File: config.mk
export PLATFORM = sky130hd
export DESIGN_NAME = rate_limited_priority_queue
export DESIGN_NICKNAME = d
export VERILOG_FILES = /design/src/hdl/rlpq_pkg.sv /design/src/hdl/rate_limited_priority_queue.sv /design/src/hdl/rlpq_entry_ram.sv /design/src/hdl/rlpq_ctrl.sv /design/src/hdl/rlpq_cfg.sv
export SDC_FILE = /design/constraint.sdc
export NUM_CORES = 2
export LEC_CHECK = 0
export BUFFER_PORTS_ARGS = -buffer_cell sky130_fd_sc_hd__buf_2
export CAP_MARGIN = 20
export CORE_MARGIN = 2
export CORE_UTILIZATION = 40
export DETAILED_ROUTE_END_ITERATION = 10
export HOLD_SLACK_MARGIN = 0.12
export PLACE_DENSITY_LB_ADDON = 0.08
export RECOVER_POWER = 100
export SYNTH_ARGS = -nofsm -noshare
export SYNTH_HDL_FRONTEND = slang
export SYNTH_SLANG_ARGS = --single-unit
File: constraint.sdc
create_clock -name i_clk -period 13.89 [get_ports i_clk]
set_clock_uncertainty 0.15 [all_clocks]
set_input_delay 1.389 -clock i_clk [delete_from_list [all_inputs] [get_ports i_clk]]
set_output_delay 1.389 -clock i_clk [all_outputs]
set_load 0.01 [all_outputs]
File: src/hdl/rlpq_pkg.sv
`timescale 1ns / 1ps
// ---------------------------------------------------------------------------
// rlpq_pkg
// Shared types and constants of the token-bucket gated priority queue.
// ---------------------------------------------------------------------------
package rlpq_pkg;

    localparam int QUEUE_DEPTH         = 8;
    localparam int SLOT_W              = $clog2(QUEUE_DEPTH);
    localparam int CNT_W               = $clog2(QUEUE_DEPTH + 1);
    localparam int TOKEN_FRACTION_BITS = 24;
    localparam int TOK_W               = 40;
    localparam int TIME_W              = 48;
    localparam int RATE_W              = 32;
    localparam int BURST_W             = 16;

    localparam logic [31:0] RATE_RST   = 32'd16777;
    localparam logic [15:0] BURST_RST  = 16'd10;

    // Configuration register indexes
    localparam logic [1:0] REG_RATE     = 2'd0;
    localparam logic [1:0] REG_BURST    = 2'd1;
    localparam logic [1:0] REG_HEADROOM = 2'd2;

    typedef enum logic [1:0] {
        OP_SUBMIT   = 2'd0,
        OP_WITHDRAW = 2'd1,
        OP_PUMP     = 2'd2,
        OP_QUERY    = 2'd3
    } t_op;

    typedef enum logic [2:0] {
        RK_INSERTED  = 3'd0,
        RK_COALESCED = 3'd1,
        RK_FULL      = 3'd2,
        RK_WITHDRAWN = 3'd3,
        RK_NOTFOUND  = 3'd4,
        RK_DISPATCH  = 3'd5,
        RK_DONE      = 3'd6,
        RK_TOKENS    = 3'd7
    } t_kind;

    typedef enum logic [3:0] {
        ST_IDLE,
        ST_SCAN,
        ST_SCAN_LAST,
        ST_SUBMIT_WR,
        ST_REFILL_SUB,
        ST_REFILL_LO,
        ST_REFILL_HI,
        ST_REFILL_ADD,
        ST_PUMP_SCAN,
        ST_PUMP_LAST,
        ST_PUMP_DISP,
        ST_PUMP_WAIT,
        ST_EMIT
    } t_state;

    // One stored entry, 97 bits
    typedef struct packed {
        logic [31:0] key;
        logic [15:0] prio;
        logic [31:0] seq;
        logic        has_label;
        logic [15:0] label;
    } t_entry;

    // One result item
    typedef struct packed {
        logic [2:0]  kind;
        logic [31:0] name;
        logic        is_label;
        logic [3:0]  count;
        logic [39:0] tokens;
        logic        last;
    } t_result;

    // Memory access from the controller
    typedef struct packed {
        logic              wr_en;
        logic [SLOT_W-1:0] wr_addr;
        t_entry            wr_data;
        logic [SLOT_W-1:0] rd_addr;
    } t_mem_req;

endpackage

File: src/hdl/rate_limited_priority_queue.sv
`timescale 1ns / 1ps
// ---------------------------------------------------------------------------
// rate_limited_priority_queue
// Keyed pending queue of eight entries behind a token bucket.
// ---------------------------------------------------------------------------
// One item at a time. Submit and withdraw scan the entry RAM one slot a cycle.
// Query runs the refill (elapsed time, low and high product halves, saturating
// add) and then emits. Pump on an empty queue goes straight to the done result,
// without a refill. Pump with entries runs the refill, then one selection round
// per dispatched entry plus a final round that ends in the done result; each
// round is a best-entry scan through the single RAM read port. A stalled result
// output stretches every step that emits. The output register frees the input
// side once a result has been taken.
module rate_limited_priority_queue
    import rlpq_pkg::*;
(
    input  logic         i_clk,
    input  logic         i_rst_n,
    input  logic         s_axis_tvalid,
    output logic         s_axis_tready,
    // [1:0] opcode, [49:2] now_ticks, [81:50] entry_key, [97:82] entry_priority,
    // [113:98] label_tag, [114] label_present, zero fill to 120
    input  logic [119:0] s_axis_tdata,
    output logic         m_axis_tvalid,
    input  logic         m_axis_tready,
    // [2:0] result_kind, [34:3] dispatch_name, [35] dispatch_is_label,
    // [39:36] dispatch_count, [79:40] tokens_now, zero fill to 80
    output logic [79:0]  m_axis_tdata,
    output logic         m_axis_tlast,
    input  logic         psel,
    input  logic         penable,
    input  logic         pwrite,
    input  logic [4:0]   paddr,
    input  logic [63:0]  pwdata,
    output logic [63:0]  prdata,
    output logic         pready
);

    logic [RATE_W-1:0]  w_rate;
    logic [BURST_W-1:0] w_burst;
    logic [TOK_W-1:0]   w_headroom;
    logic               w_burst_wr;
    t_mem_req           w_mem;
    t_entry             w_rd;
    t_result            w_res;

    rlpq_cfg u_cfg (
        .i_clk, .i_rst_n, .psel, .penable, .pwrite, .paddr, .pwdata, .prdata, .pready,
        .o_rate(w_rate), .o_burst(w_burst), .o_headroom(w_headroom),
        .o_burst_wr(w_burst_wr)
    );

    rlpq_entry_ram u_ram (.i_clk, .i_req(w_mem), .o_rd_data(w_rd));

    rlpq_ctrl u_ctrl (
        .i_clk, .i_rst_n,
        .i_item_valid(s_axis_tvalid), .o_item_ready(s_axis_tready),
        .i_opcode(s_axis_tdata[1:0]), .i_now_ticks(s_axis_tdata[49:2]),
        .i_entry_key(s_axis_tdata[81:50]), .i_entry_priority(s_axis_tdata[97:82]),
        .i_label_tag(s_axis_tdata[113:98]), .i_label_present(s_axis_tdata[114]),
        .i_rate(w_rate), .i_burst(w_burst), .i_headroom(w_headroom),
        .i_burst_wr(w_burst_wr),
        .o_mem(w_mem), .i_rd_data(w_rd),
        .o_res_valid(m_axis_tvalid), .i_res_ready(m_axis_tready), .o_res(w_res)
    );

    assign m_axis_tdata = {w_res.tokens, w_res.count, w_res.is_label, w_res.name, w_res.kind};
    assign m_axis_tlast = w_res.last;

endmodule

File: src/hdl/rlpq_entry_ram.sv
`timescale 1ns / 1ps
// ---------------------------------------------------------------------------
// rlpq_entry_ram
// Entry store: one write port, one read port, registered read data.
// ---------------------------------------------------------------------------
module rlpq_entry_ram
    import rlpq_pkg::*;
(
    input  logic     i_clk,
    input  t_mem_req i_req,
    output t_entry   o_rd_data
);

    t_entry r_mem [QUEUE_DEPTH];

    // write port
    always_ff @(posedge i_clk) begin
        if (i_req.wr_en) begin
            r_mem[i_req.wr_addr] <= i_req.wr_data;
        end
    end

    // read port, registered
    always_ff @(posedge i_clk) begin
        o_rd_data <= r_mem[i_req.rd_addr];
    end

endmodule

File: src/hdl/rlpq_ctrl.sv
`timescale 1ns / 1ps
// ---------------------------------------------------------------------------
// rlpq_ctrl
// Sequencer: scans the entry store one slot a cycle, runs the token bucket
// and produces results into a one-deep output register.
// ---------------------------------------------------------------------------
module rlpq_ctrl
    import rlpq_pkg::*;
(
    input  logic                 i_clk,
    input  logic                 i_rst_n,
    // item in
    input  logic                 i_item_valid,
    output logic                 o_item_ready,
    input  logic [1:0]           i_opcode,
    input  logic [TIME_W-1:0]    i_now_ticks,
    input  logic [31:0]          i_entry_key,
    input  logic [15:0]          i_entry_priority,
    input  logic [15:0]          i_label_tag,
    input  logic                 i_label_present,
    // config
    input  logic [RATE_W-1:0]    i_rate,
    input  logic [BURST_W-1:0]   i_burst,
    input  logic [TOK_W-1:0]     i_headroom,
    input  logic                 i_burst_wr,
    // memory
    output t_mem_req             o_mem,
    input  t_entry               i_rd_data,
    // result out
    output logic                 o_res_valid,
    input  logic                 i_res_ready,
    output t_result              o_res
);

    localparam logic [TOK_W-1:0] ONE_TOKEN = TOK_W'(1) << TOKEN_FRACTION_BITS;
    localparam int HALF_T = TIME_W / 2;

    t_state r_state, n_state;
    logic [QUEUE_DEPTH-1:0] r_valid, n_valid;
    logic [SLOT_W-1:0] r_idx, n_idx;
    logic [CNT_W-1:0]  r_ndisp, n_ndisp;
    logic [31:0]       r_seq, n_seq;
    logic [TOK_W-1:0]  r_tokens, n_tokens;
    logic [TIME_W-1:0] r_last_t, n_last_t;
    // current item
    t_op               r_op, n_op;
    logic [TIME_W-1:0] r_now, n_now;
    t_entry            r_item, n_item;
    // scan results
    logic              r_hit, n_hit;
    logic [SLOT_W-1:0] r_hit_slot, n_hit_slot;
    logic              r_best_ok, n_best_ok;
    logic [SLOT_W-1:0] r_best, n_best;
    logic [15:0]       r_best_prio, n_best_prio;
    logic [31:0]       r_best_seq, n_best_seq;
    t_entry            r_best_ent, n_best_ent;
    // refill: elapsed ticks and product
    logic [TIME_W-1:0] r_elapsed, n_elapsed;
    logic [79:0]       r_prod, n_prod;
    // output register
    logic              r_res_valid, n_res_valid;
    t_result           r_res, n_res;

    logic [SLOT_W-1:0] r_rd_slot;
    logic [TOK_W-1:0]  w_cap;
    logic              w_free_ok;
    logic [SLOT_W-1:0] w_free;
    logic              w_out_free;
    logic              w_better;
    logic [HALF_T-1:0] w_mul_a;
    logic [HALF_T+RATE_W-1:0] w_part;

    assign w_cap = TOK_W'(i_burst) << TOKEN_FRACTION_BITS;
    assign w_out_free = !r_res_valid || i_res_ready;

    // one shared multiplier: low half of elapsed, then high half
    assign w_mul_a = (r_state == ST_REFILL_HI) ? r_elapsed[TIME_W-1:HALF_T]
                                               : r_elapsed[HALF_T-1:0];
    assign w_part  = w_mul_a * i_rate;

    // lowest free slot
    always_comb begin
        w_free_ok = 1'b0;
        w_free    = '0;
        for (int i = QUEUE_DEPTH - 1; i >= 0; i--) begin
            if (!r_valid[i]) begin
                w_free_ok = 1'b1;
                w_free    = SLOT_W'(i);
            end
        end
    end

    // candidate from memory better than current best
    assign w_better = !r_best_ok
        || ($signed(i_rd_data.prio) < $signed(r_best_prio))
        || (i_rd_data.prio == r_best_prio && i_rd_data.seq < r_best_seq);

    always_ff @(posedge i_clk) begin
        if (!i_rst_n) begin
            r_state     <= ST_IDLE;
            r_valid     <= '0;
            r_seq       <= '0;
            r_tokens    <= TOK_W'(BURST_RST) << TOKEN_FRACTION_BITS;
            r_last_t    <= '0;
            r_res_valid <= 1'b0;
        end else begin
            r_state     <= n_state;
            r_valid     <= n_valid;
            r_seq       <= n_seq;
            r_tokens    <= i_burst_wr ? w_cap : n_tokens;
            r_last_t    <= n_last_t;
            r_res_valid <= n_res_valid;
        end
    end

    always_ff @(posedge i_clk) begin
        r_idx       <= n_idx;
        r_rd_slot   <= r_idx;
        r_ndisp     <= n_ndisp;
        r_op        <= n_op;
        r_now       <= n_now;
        r_item      <= n_item;
        r_hit       <= n_hit;
        r_hit_slot  <= n_hit_slot;
        r_best_ok   <= n_best_ok;
        r_best      <= n_best;
        r_best_prio <= n_best_prio;
        r_best_seq  <= n_best_seq;
        r_best_ent  <= n_best_ent;
        r_elapsed   <= n_elapsed;
        r_prod      <= n_prod;
        r_res       <= n_res;
    end

    always_comb begin
        n_state     = r_state;
        n_valid     = r_valid;
        n_idx       = r_idx;
        n_ndisp     = r_ndisp;
        n_seq       = r_seq;
        n_tokens    = r_tokens;
        n_last_t    = r_last_t;
        n_op        = r_op;
        n_now       = r_now;
        n_item      = r_item;
        n_hit       = r_hit;
        n_hit_slot  = r_hit_slot;
        n_best_ok   = r_best_ok;
        n_best      = r_best;
        n_best_prio = r_best_prio;
        n_best_seq  = r_best_seq;
        n_best_ent  = r_best_ent;
        n_elapsed   = r_elapsed;
        n_prod      = r_prod;
        n_res       = r_res;
        n_res_valid = r_res_valid && !i_res_ready;
        o_item_ready = 1'b0;
        o_mem = '0;
        o_mem.rd_addr = r_idx;

        case (r_state)
            ST_IDLE: begin
                o_item_ready = w_out_free;
                if (i_item_valid && w_out_free) begin
                    n_op   = t_op'(i_opcode);
                    n_now  = i_now_ticks;
                    n_item = '{key: i_entry_key, prio: i_entry_priority, seq: r_seq + 32'd1,
                               has_label: i_label_present, label: i_label_tag};
                    n_idx  = '0;
                    n_hit  = 1'b0;
                    n_best_ok = 1'b0;
                    n_ndisp = '0;
                    o_mem.rd_addr = '0;
                    case (t_op'(i_opcode))
                        OP_SUBMIT: begin
                            n_seq   = r_seq + 32'd1;
                            n_state = ST_SCAN;
                        end
                        OP_WITHDRAW: n_state = ST_SCAN;
                        OP_PUMP: n_state = (r_valid != '0) ? ST_REFILL_SUB : ST_EMIT;
                        default: n_state = ST_REFILL_SUB;
                    endcase
                end
            end

            // key search: read issued for r_idx, data of r_rd_slot arrives
            ST_SCAN: begin
                if (r_idx != SLOT_W'(QUEUE_DEPTH - 1)) begin
                    n_idx = r_idx + SLOT_W'(1);
                end else begin
                    n_state = ST_SCAN_LAST;
                end
                if (r_idx != '0 && r_valid[r_rd_slot] && !r_hit
                    && i_rd_data.key == r_item.key) begin
                    n_hit = 1'b1;
                    n_hit_slot = r_rd_slot;
                end
                if (QUEUE_DEPTH == 1) n_state = ST_SCAN_LAST;
            end

            ST_SCAN_LAST: begin
                if (r_valid[r_rd_slot] && !r_hit && i_rd_data.key == r_item.key) begin
                    n_hit = 1'b1;
                    n_hit_slot = r_rd_slot;
                end
                n_state = ST_SUBMIT_WR;
            end

            ST_SUBMIT_WR: begin
                if (w_out_free) begin
                    n_res = '0;
                    n_res.last = 1'b1;
                    n_res_valid = 1'b1;
                    n_state = ST_IDLE;
                    if (r_op == OP_WITHDRAW) begin
                        n_res.kind = r_hit ? RK_WITHDRAWN : RK_NOTFOUND;
                        if (r_hit) n_valid[r_hit_slot] = 1'b0;
                    end else if (r_hit) begin
                        n_res.kind = RK_COALESCED;
                        o_mem.wr_en = 1'b1;
                        o_mem.wr_addr = r_hit_slot;
                        o_mem.wr_data = r_item;
                    end else if (w_free_ok) begin
                        n_res.kind = RK_INSERTED;
                        o_mem.wr_en = 1'b1;
                        o_mem.wr_addr = w_free;
                        o_mem.wr_data = r_item;
                        n_valid[w_free] = 1'b1;
                    end else begin
                        n_res.kind = RK_FULL;
                    end
                end
            end

            // refill: elapsed time, product in two halves, saturating add
            ST_REFILL_SUB: begin
                n_elapsed = (r_now > r_last_t) ? (r_now - r_last_t) : '0;
                n_last_t = r_now;
                n_state = ST_REFILL_LO;
            end

            ST_REFILL_LO: begin
                n_prod = 80'(w_part);
                n_state = ST_REFILL_HI;
            end

            ST_REFILL_HI: begin
                n_prod = r_prod + {w_part, HALF_T'(0)};
                n_state = ST_REFILL_ADD;
            end

            ST_REFILL_ADD: begin
                if (r_tokens >= w_cap) n_tokens = w_cap;
                else if (r_prod > 80'(w_cap - r_tokens)) n_tokens = w_cap;
                else n_tokens = r_tokens + r_prod[TOK_W-1:0];
                if (r_op == OP_QUERY) begin
                    n_state = ST_EMIT;
                end else begin
                    n_idx = '0;
                    n_best_ok = 1'b0;
                    o_mem.rd_addr = '0;
                    n_state = ST_PUMP_SCAN;
                end
            end

            // best-entry search
            ST_PUMP_SCAN: begin
                if (r_idx != SLOT_W'(QUEUE_DEPTH - 1)) n_idx = r_idx + SLOT_W'(1);
                else n_state = ST_PUMP_LAST;
                if (QUEUE_DEPTH == 1) n_state = ST_PUMP_LAST;
                if (r_idx != '0 && r_valid[r_rd_slot] && w_better) begin
                    n_best_ok = 1'b1;
                    n_best = r_rd_slot;
                    n_best_prio = i_rd_data.prio;
                    n_best_seq = i_rd_data.seq;
                    n_best_ent = i_rd_data;
                end
            end

            ST_PUMP_LAST: begin
                if (r_valid[r_rd_slot] && w_better) begin
                    n_best_ok = 1'b1;
                    n_best = r_rd_slot;
                    n_best_prio = i_rd_data.prio;
                    n_best_seq = i_rd_data.seq;
                    n_best_ent = i_rd_data;
                end
                n_state = ST_PUMP_DISP;
            end

            ST_PUMP_DISP: begin
                if (!r_best_ok || ({1'b0, r_tokens} < ({1'b0, i_headroom} + {1'b0, ONE_TOKEN}))
                    || r_ndisp == CNT_W'(QUEUE_DEPTH)) begin
                    n_state = ST_EMIT;
                end else if (w_out_free) begin
                    n_tokens = r_tokens - ONE_TOKEN;
                    n_valid[r_best] = 1'b0;
                    n_ndisp = r_ndisp + CNT_W'(1);
                    n_res = '0;
                    n_res.kind = RK_DISPATCH;
                    n_res.is_label = r_best_ent.has_label;
                    n_res.name = r_best_ent.has_label ? {16'd0, r_best_ent.label}
                                                      : r_best_ent.key;
                    n_res.tokens = r_tokens - ONE_TOKEN;
                    n_res_valid = 1'b1;
                    n_state = ST_PUMP_WAIT;
                end
            end

            ST_PUMP_WAIT: begin
                n_idx = '0;
                n_best_ok = 1'b0;
                o_mem.rd_addr = '0;
                n_state = ST_PUMP_SCAN;
            end

            ST_EMIT: begin
                if (w_out_free) begin
                    n_res = '0;
                    n_res.kind = (r_op == OP_QUERY) ? RK_TOKENS : RK_DONE;
                    n_res.count = (r_op == OP_QUERY) ? 4'd0 : 4'(r_ndisp);
                    n_res.tokens = r_tokens;
                    n_res.last = 1'b1;
                    n_res_valid = 1'b1;
                    n_state = ST_IDLE;
                end
            end

            default: n_state = ST_IDLE;
        endcase
    end

    assign o_res_valid = r_res_valid;
    assign o_res = r_res;

endmodule

File: src/hdl/rlpq_cfg.sv
`timescale 1ns / 1ps
// ---------------------------------------------------------------------------
// rlpq_cfg
// APB register file: rate, burst and headroom.
// ---------------------------------------------------------------------------
module rlpq_cfg
    import rlpq_pkg::*;
(
    input  logic               i_clk,
    input  logic               i_rst_n,
    input  logic               psel,
    input  logic               penable,
    input  logic               pwrite,
    input  logic [4:0]         paddr,
    input  logic [63:0]        pwdata,
    output logic [63:0]        prdata,
    output logic               pready,
    output logic [RATE_W-1:0]  o_rate,
    output logic [BURST_W-1:0] o_burst,
    output logic [TOK_W-1:0]   o_headroom,
    output logic               o_burst_wr
);

    logic [RATE_W-1:0]  r_rate;
    logic [BURST_W-1:0] r_burst;
    logic [TOK_W-1:0]   r_headroom;
    logic               r_burst_wr;
    logic               w_wr;
    logic [1:0]         w_idx;

    assign pready = 1'b1;
    assign w_wr   = psel && penable && pwrite;
    assign w_idx  = paddr[4:3];

    // register writes
    always_ff @(posedge i_clk) begin
        if (!i_rst_n) begin
            r_rate     <= RATE_RST;
            r_burst    <= BURST_RST;
            r_headroom <= '0;
        end else if (w_wr && paddr[2:0] == 3'd0) begin
            case (w_idx)
                REG_RATE:     r_rate     <= pwdata[RATE_W-1:0];
                REG_BURST:    r_burst    <= pwdata[BURST_W-1:0];
                REG_HEADROOM: r_headroom <= pwdata[TOK_W-1:0];
                default: ;
            endcase
        end
    end

    // bucket reload strobe, registered in the same cycle as the new burst value
    always_ff @(posedge i_clk) begin
        if (!i_rst_n) begin
            r_burst_wr <= 1'b0;
        end else begin
            r_burst_wr <= w_wr && paddr[2:0] == 3'd0 && w_idx == REG_BURST;
        end
    end

    // read mux
    always_comb begin
        case (w_idx)
            REG_RATE:     prdata = 64'(r_rate);
            REG_BURST:    prdata = 64'(r_burst);
            REG_HEADROOM: prdata = 64'(r_headroom);
            default:      prdata = '0;
        endcase
    end

    assign o_rate = r_rate;
    assign o_burst = r_burst;
    assign o_headroom = r_headroom;
    assign o_burst_wr = r_burst_wr;

endmodule

# Word level (Yosys, flattened, before mapping)
# Memory sizes are Yosys's and may differ from the RTL's. A register that Yosys moved wholly into a read port is not among the register bits.
# Cells that the tools add are included.
[word_totals]
regBits = 693
mem_bits_rw = 776
inputBits = 196
output_inout_bits = 148
wordCells = 279
n_memories = 1
[op_classes]
n_addsub = 9
mul = 1
magnitude_cmp = 13
eq_ne = 42
mux = 106
n_bitwise = 6
n_reduce_logical = 63
[mem_list]
columns = ["memory", "words", "width", "rd", "rd_ports_with_merged_regs", "wr", "line_no", "source"]
rows = [
  ["u_ram.r_mem", 8, 97, 1, 1, 1, "rlpq_entry_ram.sv:14", "t_entry r_mem [QUEUE_DEPTH];"],
]
[op_table]
columns = ["op", "count"]
rows = [
  ["101-bit 2-to-1 mux", 5],
  ["81-bit 2-to-1 mux", 4],
  ["81-bit one-hot mux with 3 select lines", 1],
  ["40-bit 2-to-1 mux", 5],
  ["97-bit 2-to-1 mux", 2],
  ["97-bit one-hot mux with 2 select lines", 1],
  ["80-bit one-hot mux with 2 select lines", 1],
  ["40-bit one-hot mux with 3 select lines", 1],
  ["32-bit 2-to-1 mux", 3],
  ["80-bit adder", 1],
  ["80-bit greater-than comparator", 1],
  ["40-bit one-hot mux with 2 select lines", 1],
  ["32-bit one-hot mux with 2 select lines", 1],
  ["3-bit 2-to-1 mux", 19],
  ["24-bit by 32-bit multiplier with 56-bit output", 1],
  ["8-bit 2-to-1 mux", 7],
  ["48-bit greater-than comparator", 1],
  ["4-bit one-hot mux with 12 select lines", 1],
  ["48-bit subtractor", 1],
  ["4-bit 2-to-1 mux", 11],
  ["40-bit by 25-bit adder with 41-bit output, second input constant", 1],
  ["40-bit by 41-bit less-than comparator with 1-bit output", 1],
  ["40-bit by 40-bit subtractor with 41-bit output", 1],
  ["40-bit adder", 1],
  ["58 further kinds", 168],
]

# Longest topological paths before layout
[depth]
depth_word = 18
depth_mapped = 47
mapped_depth_nobuf = 42

# Modules after synthesis
# From an unflattened synthesis, not the netlist that was laid out.
[hier_totals]
cells_unflattened = 8242
hier_area_um2 = 97058.1
[by_module_without_submodules]
columns = ["module", "instances", "cells_per_inst", "area_per_inst_um2", "seq_area_each_um2"]
rows = [
  ["rlpq_ctrl", 1, 6538, 61652.9, 16776.1],
  ["rlpq_entry_ram", 1, 1232, 31122.3, 25244.2],
  ["rlpq_cfg", 1, 472, 4282.9, 1781.7],
]

# Least setup slack after synthesis
# Ideal clock, no wire load.
[synth_timing]
kind = "register to register"
from = "register u_ctrl.r_state[1]"
to = "register u_ctrl.r_prod[78] (data pin)"
setup_ns = 0.266
t_arrival_ns = 10.297
setup_slack_ns = 3.177
path_stages_with_launch = 44
n_path_buf = 4
period_less_slack_ns = 10.713
path_cell_list = "dfxtp_1 -> buf_1 -> nand2_1 -> nor3_1 -> clkbuf_1 -> nand2_1 -> nand2_1 -> clkbuf_1 -> nand2_1 -> fa_1 -> inv_1 -> fa_1 -> inv_1 -> fa_1 -> fa_1 -> inv_1 -> fa_1 -> fa_1 -> [... 8 more ...] -> o21ai_0 -> a221oi_1 -> nand2b_1 -> nor2_1 -> a31oi_1 -> xnor2_1 -> ha_1 -> clkbuf_1 -> and3_1 -> nand2_1 -> o21ai_0 -> a211o_1 -> a221oi_1 -> a21oi_1 -> or3_1 -> a31oi_1 -> xor2_1 -> nor2_1"
[synth_via]
elab_chain_len = 5
elab_cells_between_ends = 6
cone_classes = "1 x add/sub; 1 x mul; 2 x eq/ne; 2 x mux"
[synth_rtl]
columns = ["element", "line_no", "source"]
rows = [
  ["start, declared", "rlpq_ctrl.sv:38", "t_state r_state, n_state;"],
  ["start signal, assigned", "rlpq_ctrl.sv:107", "r_state <= n_state;"],
  ["4-bit by 3-bit == test with 1-bit output", "rlpq_ctrl.sv:77, rlpq_ctrl.sv:161", ""],
  ["24-bit 2-to-1 mux", "rlpq_ctrl.sv:77", "assign w_mul_a = (r_state == ST_REFILL_HI) ? r_elapsed[TIME_W-1:HALF_T]"],
  ["24-bit by 32-bit multiplier with 56-bit output", "rlpq_ctrl.sv:79", "assign w_part = w_mul_a * i_rate;"],
  ["80-bit adder", "rlpq_ctrl.sv:248", "n_prod = r_prod + {w_part, HALF_T'(0)};"],
  ["80-bit one-hot mux with 2 select lines (*)", "rlpq_ctrl.sv:161", "case (r_state)"],
  ["end signal, assigned", "rlpq_ctrl.sv:131", "r_prod <= n_prod;"],
  ["end, declared", "rlpq_ctrl.sv:59", "logic [79:0] r_prod, n_prod;"],
]
# Every way passes the cells marked *; elsewhere a longest branch is shown, timed or not.
# A chain may end at the register's enable or synchronous reset.

# Worst setup path in the final report
[layout_timing]
from = "register u_ctrl.r_state[2]"
to = "register u_ctrl.r_prod[79] (data pin)"
# Same word-level chain as after synthesis.

==> key figures <==
Worst setup path
  – FF-to-FF End: u_ctrl.r_prod[79]
  – Critical Path End Type: flop
  – CP most frequent cell: fa_1
  – Setup CP Type: reg2reg
  – R2R cell count: 39
  – Worst Path Required: between 10 and 15 ns
  – Crit path to: u_ctrl.r_prod[79]
  – Critical path peak fanout: 15
  – Crit path from: u_ctrl.r_state[2]
  – Top Family by Delay on Critical Path: adder cells
  – Crit path DAT: 12.92 ns
  – R2R setup slack: 1.27 ns
  – Buf/Inv on CP: 5
  – Slowest stage cell on the critical path: nor3_2
  – Logic depth of the worst path, buffers included: 39
  – Crit path launch type: flop
  – CP max stage delay: between 0.7 and 0.8 ns
  – Crit Reg-Reg Startpoint: u_ctrl.r_state[2]

Global routing
  – Number of global-route vias before repair: between 60k and 70k
  – Initial antenna violation count: 12
  – Total congestion overflow: 0
  – Largest net degree at the start of global routing: around 100
  – First-pass GRT wire length: 425.0 mm
  – Total GRT Usage: 0.2277

Synthesis
  – Synth Cell Area: approximately 0.097 mm^2
  – Top cell type by total area after synthesis: edfxtp_1
  – Netlist cell types: between 70 and 80
  – Yosys reg bits: approximately 1.6k
  – Sequential share of the synthesized area: 0.4518
  – Mapped Cells: between 9k and 10k
  – Async set-or-reset flop fraction in the synthesized netlist: 0
  – Top cell type's share of synthesized area: 0.3853
  – Synth warnings: 0
  – Main synth FF type: edfxtp_1
  – Post-synth EDFFs: 1244
  – Main area contributors after synthesis: edfxtp_1, fa_1, ha_1
  – Synthesized area per cell: approximately 11 um^2

STA
  – Tmin final: ~13 ns
  – Unrepaired setup endpoints after global routing: false
  – Final Slew Violations: between 2k and 2.5k
  – Post-Route Setup TNS: 0 ns
  – Crit share post-route: 0.9084
  – Slew margin rel.: -4.710
  – Final setup viols: 0
  – F_max: about 79 MHz
  – Actual slew at the worst max-slew pin: roughly 8.6 ns
  – Final-report hold violation count: 0

Routing
  – Starting DRC count in detailed routing: 4260
  – DRC: 0
  – Via count: about 66k
  – Drt pass-1 iters: 6
  – Routed Antenna Nets: 0
  – DR vias/cell: between 5 and 6
  – Post-DR wirelength/cell: 22.23 um
  – Final WL: ~280 mm

Place
  – DP HPWL: just under 200 mm
  – Count of buffers from port buffering: ~290
  – GPL Wtd Cong: between 0.8 and 0.9

Floorplan
  – IO Pins: 344
  – Initial Utilization: 0.4027
  – Die footprint: roughly 0.25 mm^2
  – Rows: 180
  – Die Ht: 496.3 um
  – Core area: ~0.24 mm^2
  – Die Width: just under 500 um

Worst hold path
  – Worst Hold Class: reg2reg
  – Worst hold path depth: 0

Clock network
  – H-tree levels: 4
  – CTS resizes: 0
  – Largest buffer count on any clock path: 3
  – CTS tree: built
  – Post-CTS Hold Buffers: 0
  – Total CTS buffers: around 170
  – Clock-pin slew on the worst setup and hold paths: ~0.070 ns
  – Root Buffer: clkbuf_16
  – Clk_lat worst skew: 0.87 ns
  – Post CTS Setup Buffer Count: 0
  – Clock Sinks: 1566

Cells and area
  – Area added between synthesis and finish: 10.74%
  – Post-layout net count: around 11k
  – Share of cells above drive strength 1: 0.07198

Run
  – Max Cap Viol: 42

Outcome
  – Failing checks: max-capacitance violations, max-slew violations
  – Status: finished, violations left
sequential cells by signal (all words and copies together), names as in the netlist, 4 cells and up, named ones only:
register / count
u_ctrl.r_ndisp: 4
u_ctrl.r_best_seq: 32
u_ctrl.r_seq: 32
u_cfg.o_headroom: 40
u_ctrl.r_now: 48
u_ctrl.o_res: 81
u_ctrl.r_prod: 80
u_cfg.o_rate: 32
u_ram.r_mem: 776
u_ctrl.r_state: 4
u_ctrl.r_last_t: 48
u_cfg.o_burst: 16
u_ctrl.r_valid: 8
u_ctrl.r_elapsed: 48
u_ram.o_rd_data: 97
u_ctrl.r_best_prio: 16
u_ctrl.r_best_ent: 49
u_ctrl.r_tokens: 16
u_ctrl.r_item: 97
area by class of cell:
type | instances | area (um^2)
timing repair buffer | 429 | 2197
fill | 22815 | 133400
sequential | 1566 | 43810
antenna | 5 | 12.51
clock inverter | 87 | 1071
inverter | 944 | 3547
clock buffer | 239 | 4768
multi-input combinational | 6141 | 47980
tap | 3185 | 3985
stage by stage:
stage | hold WS, ns | area [um^2] | utilization | setup WS [ns] | cells
detailed placement | 0.2410 | 102000 | 0.4236 | 1.236 | 12264
finish | 0.2530 | 107400 | 0.4460 | 1.273 | 12596
floorplan | 0.2355 | 97050 | - | 3.177 | 9115
global route | 0.2592 | 107400 | 0.4459 | 0.5021 | 12593
global placement | 0.2377 | 102000 | 0.4236 | 1.378 | 12264
CTS | 0.2520 | 107800 | 0.4479 | 1.150 | 12590
placed cells by master, fill, tap and decap left out, drive strengths merged, types with 12 or more instances in the layout:
cell type	n
nand2	1647
edfxtp	1244
inv	943
fa	661
ha	519
a21oi	439
clkbuf	419
o21ai	416
and2	414
dfxtp	322
nor2	304
buf	248
nand3	225
a21o	182
xnor2	176
nor2b	153
xor2	130
mux4	99
nand4	84
nor3	77
clkinv	67
mux2i	59
nand2b	55
a31oi	45
and3	42
o21a	41
o21bai	36
or3	36
conb	25
nor4	22
o211ai	22
a211oi	19
a21boi	15
mux2	14
a221oi	13
o31ai	13
o22ai	13
bufinv	12
o41ai	12
logic make-up (layout without fill, tap and decap cells):
group	after synthesis	count (layout)	share of synthesized area
buffers and inverters	1408	1699	0.05559
multiplexers	172	172	0.03071
AO/OA/AOI/OAI	1344	1344	0.08300
XOR/XNOR	307	307	0.02787
flip-flops	1566	1566	0.4518
AND/OR/NAND/NOR	3113	3113	0.1475
adder cells (fa/ha/maj)	1180	1180	0.2034
other	2	30	0.00007745
routing by layer:
layer  share of wire  GRT usage  vias to the layer above
met5               0          0                        -
met4           0.026    0.06270                        0
met3           0.040    0.02765                      350
met2            0.48     0.3861                     1440
met1            0.45     0.3075                    33374
li1                -          -                    30974
how the worst min path moves through the flow:
stage,startpoint,to,slack [ns]
2_1_floorplan,u_ram.o_rd_data[0],u_ctrl.r_best_ent[0],0.24
3_3_place_gp,u_ram.o_rd_data[4],u_ctrl.r_best_ent[4],0.24
3_5_place_dp,u_ram.o_rd_data[6],u_ctrl.r_best_ent[6],0.24
4_1_cts,u_ram.o_rd_data[2],u_ctrl.r_best_ent[2],0.25
5_1_grt,u_ram.o_rd_data[3],u_ctrl.r_best_ent[3],0.26
6_report,u_ram.o_rd_data[2],u_ctrl.r_best_ent[2],0.25
cells in the mapped netlist (7+ instances only):
master     count
o41ai_1       11
dfxtp_1      322
or2_2         11
a21boi_0      13
xnor2_1      176
a21o_1       182
and4_1         9
ha_1         519
a221o_1       10
o211ai_1      22
and2_1       412
a221oi_1      13
nor3b_1        9
o21bai_1      35
a2111oi_0      8
xor2_1       130
a41oi_1        9
mux4_2        99
mux2_2        14
nor4_1        22
nor2b_1      153
nor3_1        77
fa_1         661
edfxtp_1    1244
a211oi_1      19
nand2_1     1647
nand4_1       84
and3_1        42
o21ai_0      414
or3_1         36
buf_4         25
mux2i_1       59
clkbuf_1     400
nor4b_1        7
a21oi_1      439
buf_1         35
nand2b_1      55
o21a_1        41
nor2_1       304
o31ai_1       13
a31oi_1       45
inv_1        944
o22ai_1       12
nand3_1      225
Power is left out: the tool's default activity adds up to more than one toggle a clock period on the data nets, which glitch-free logic cannot reach.
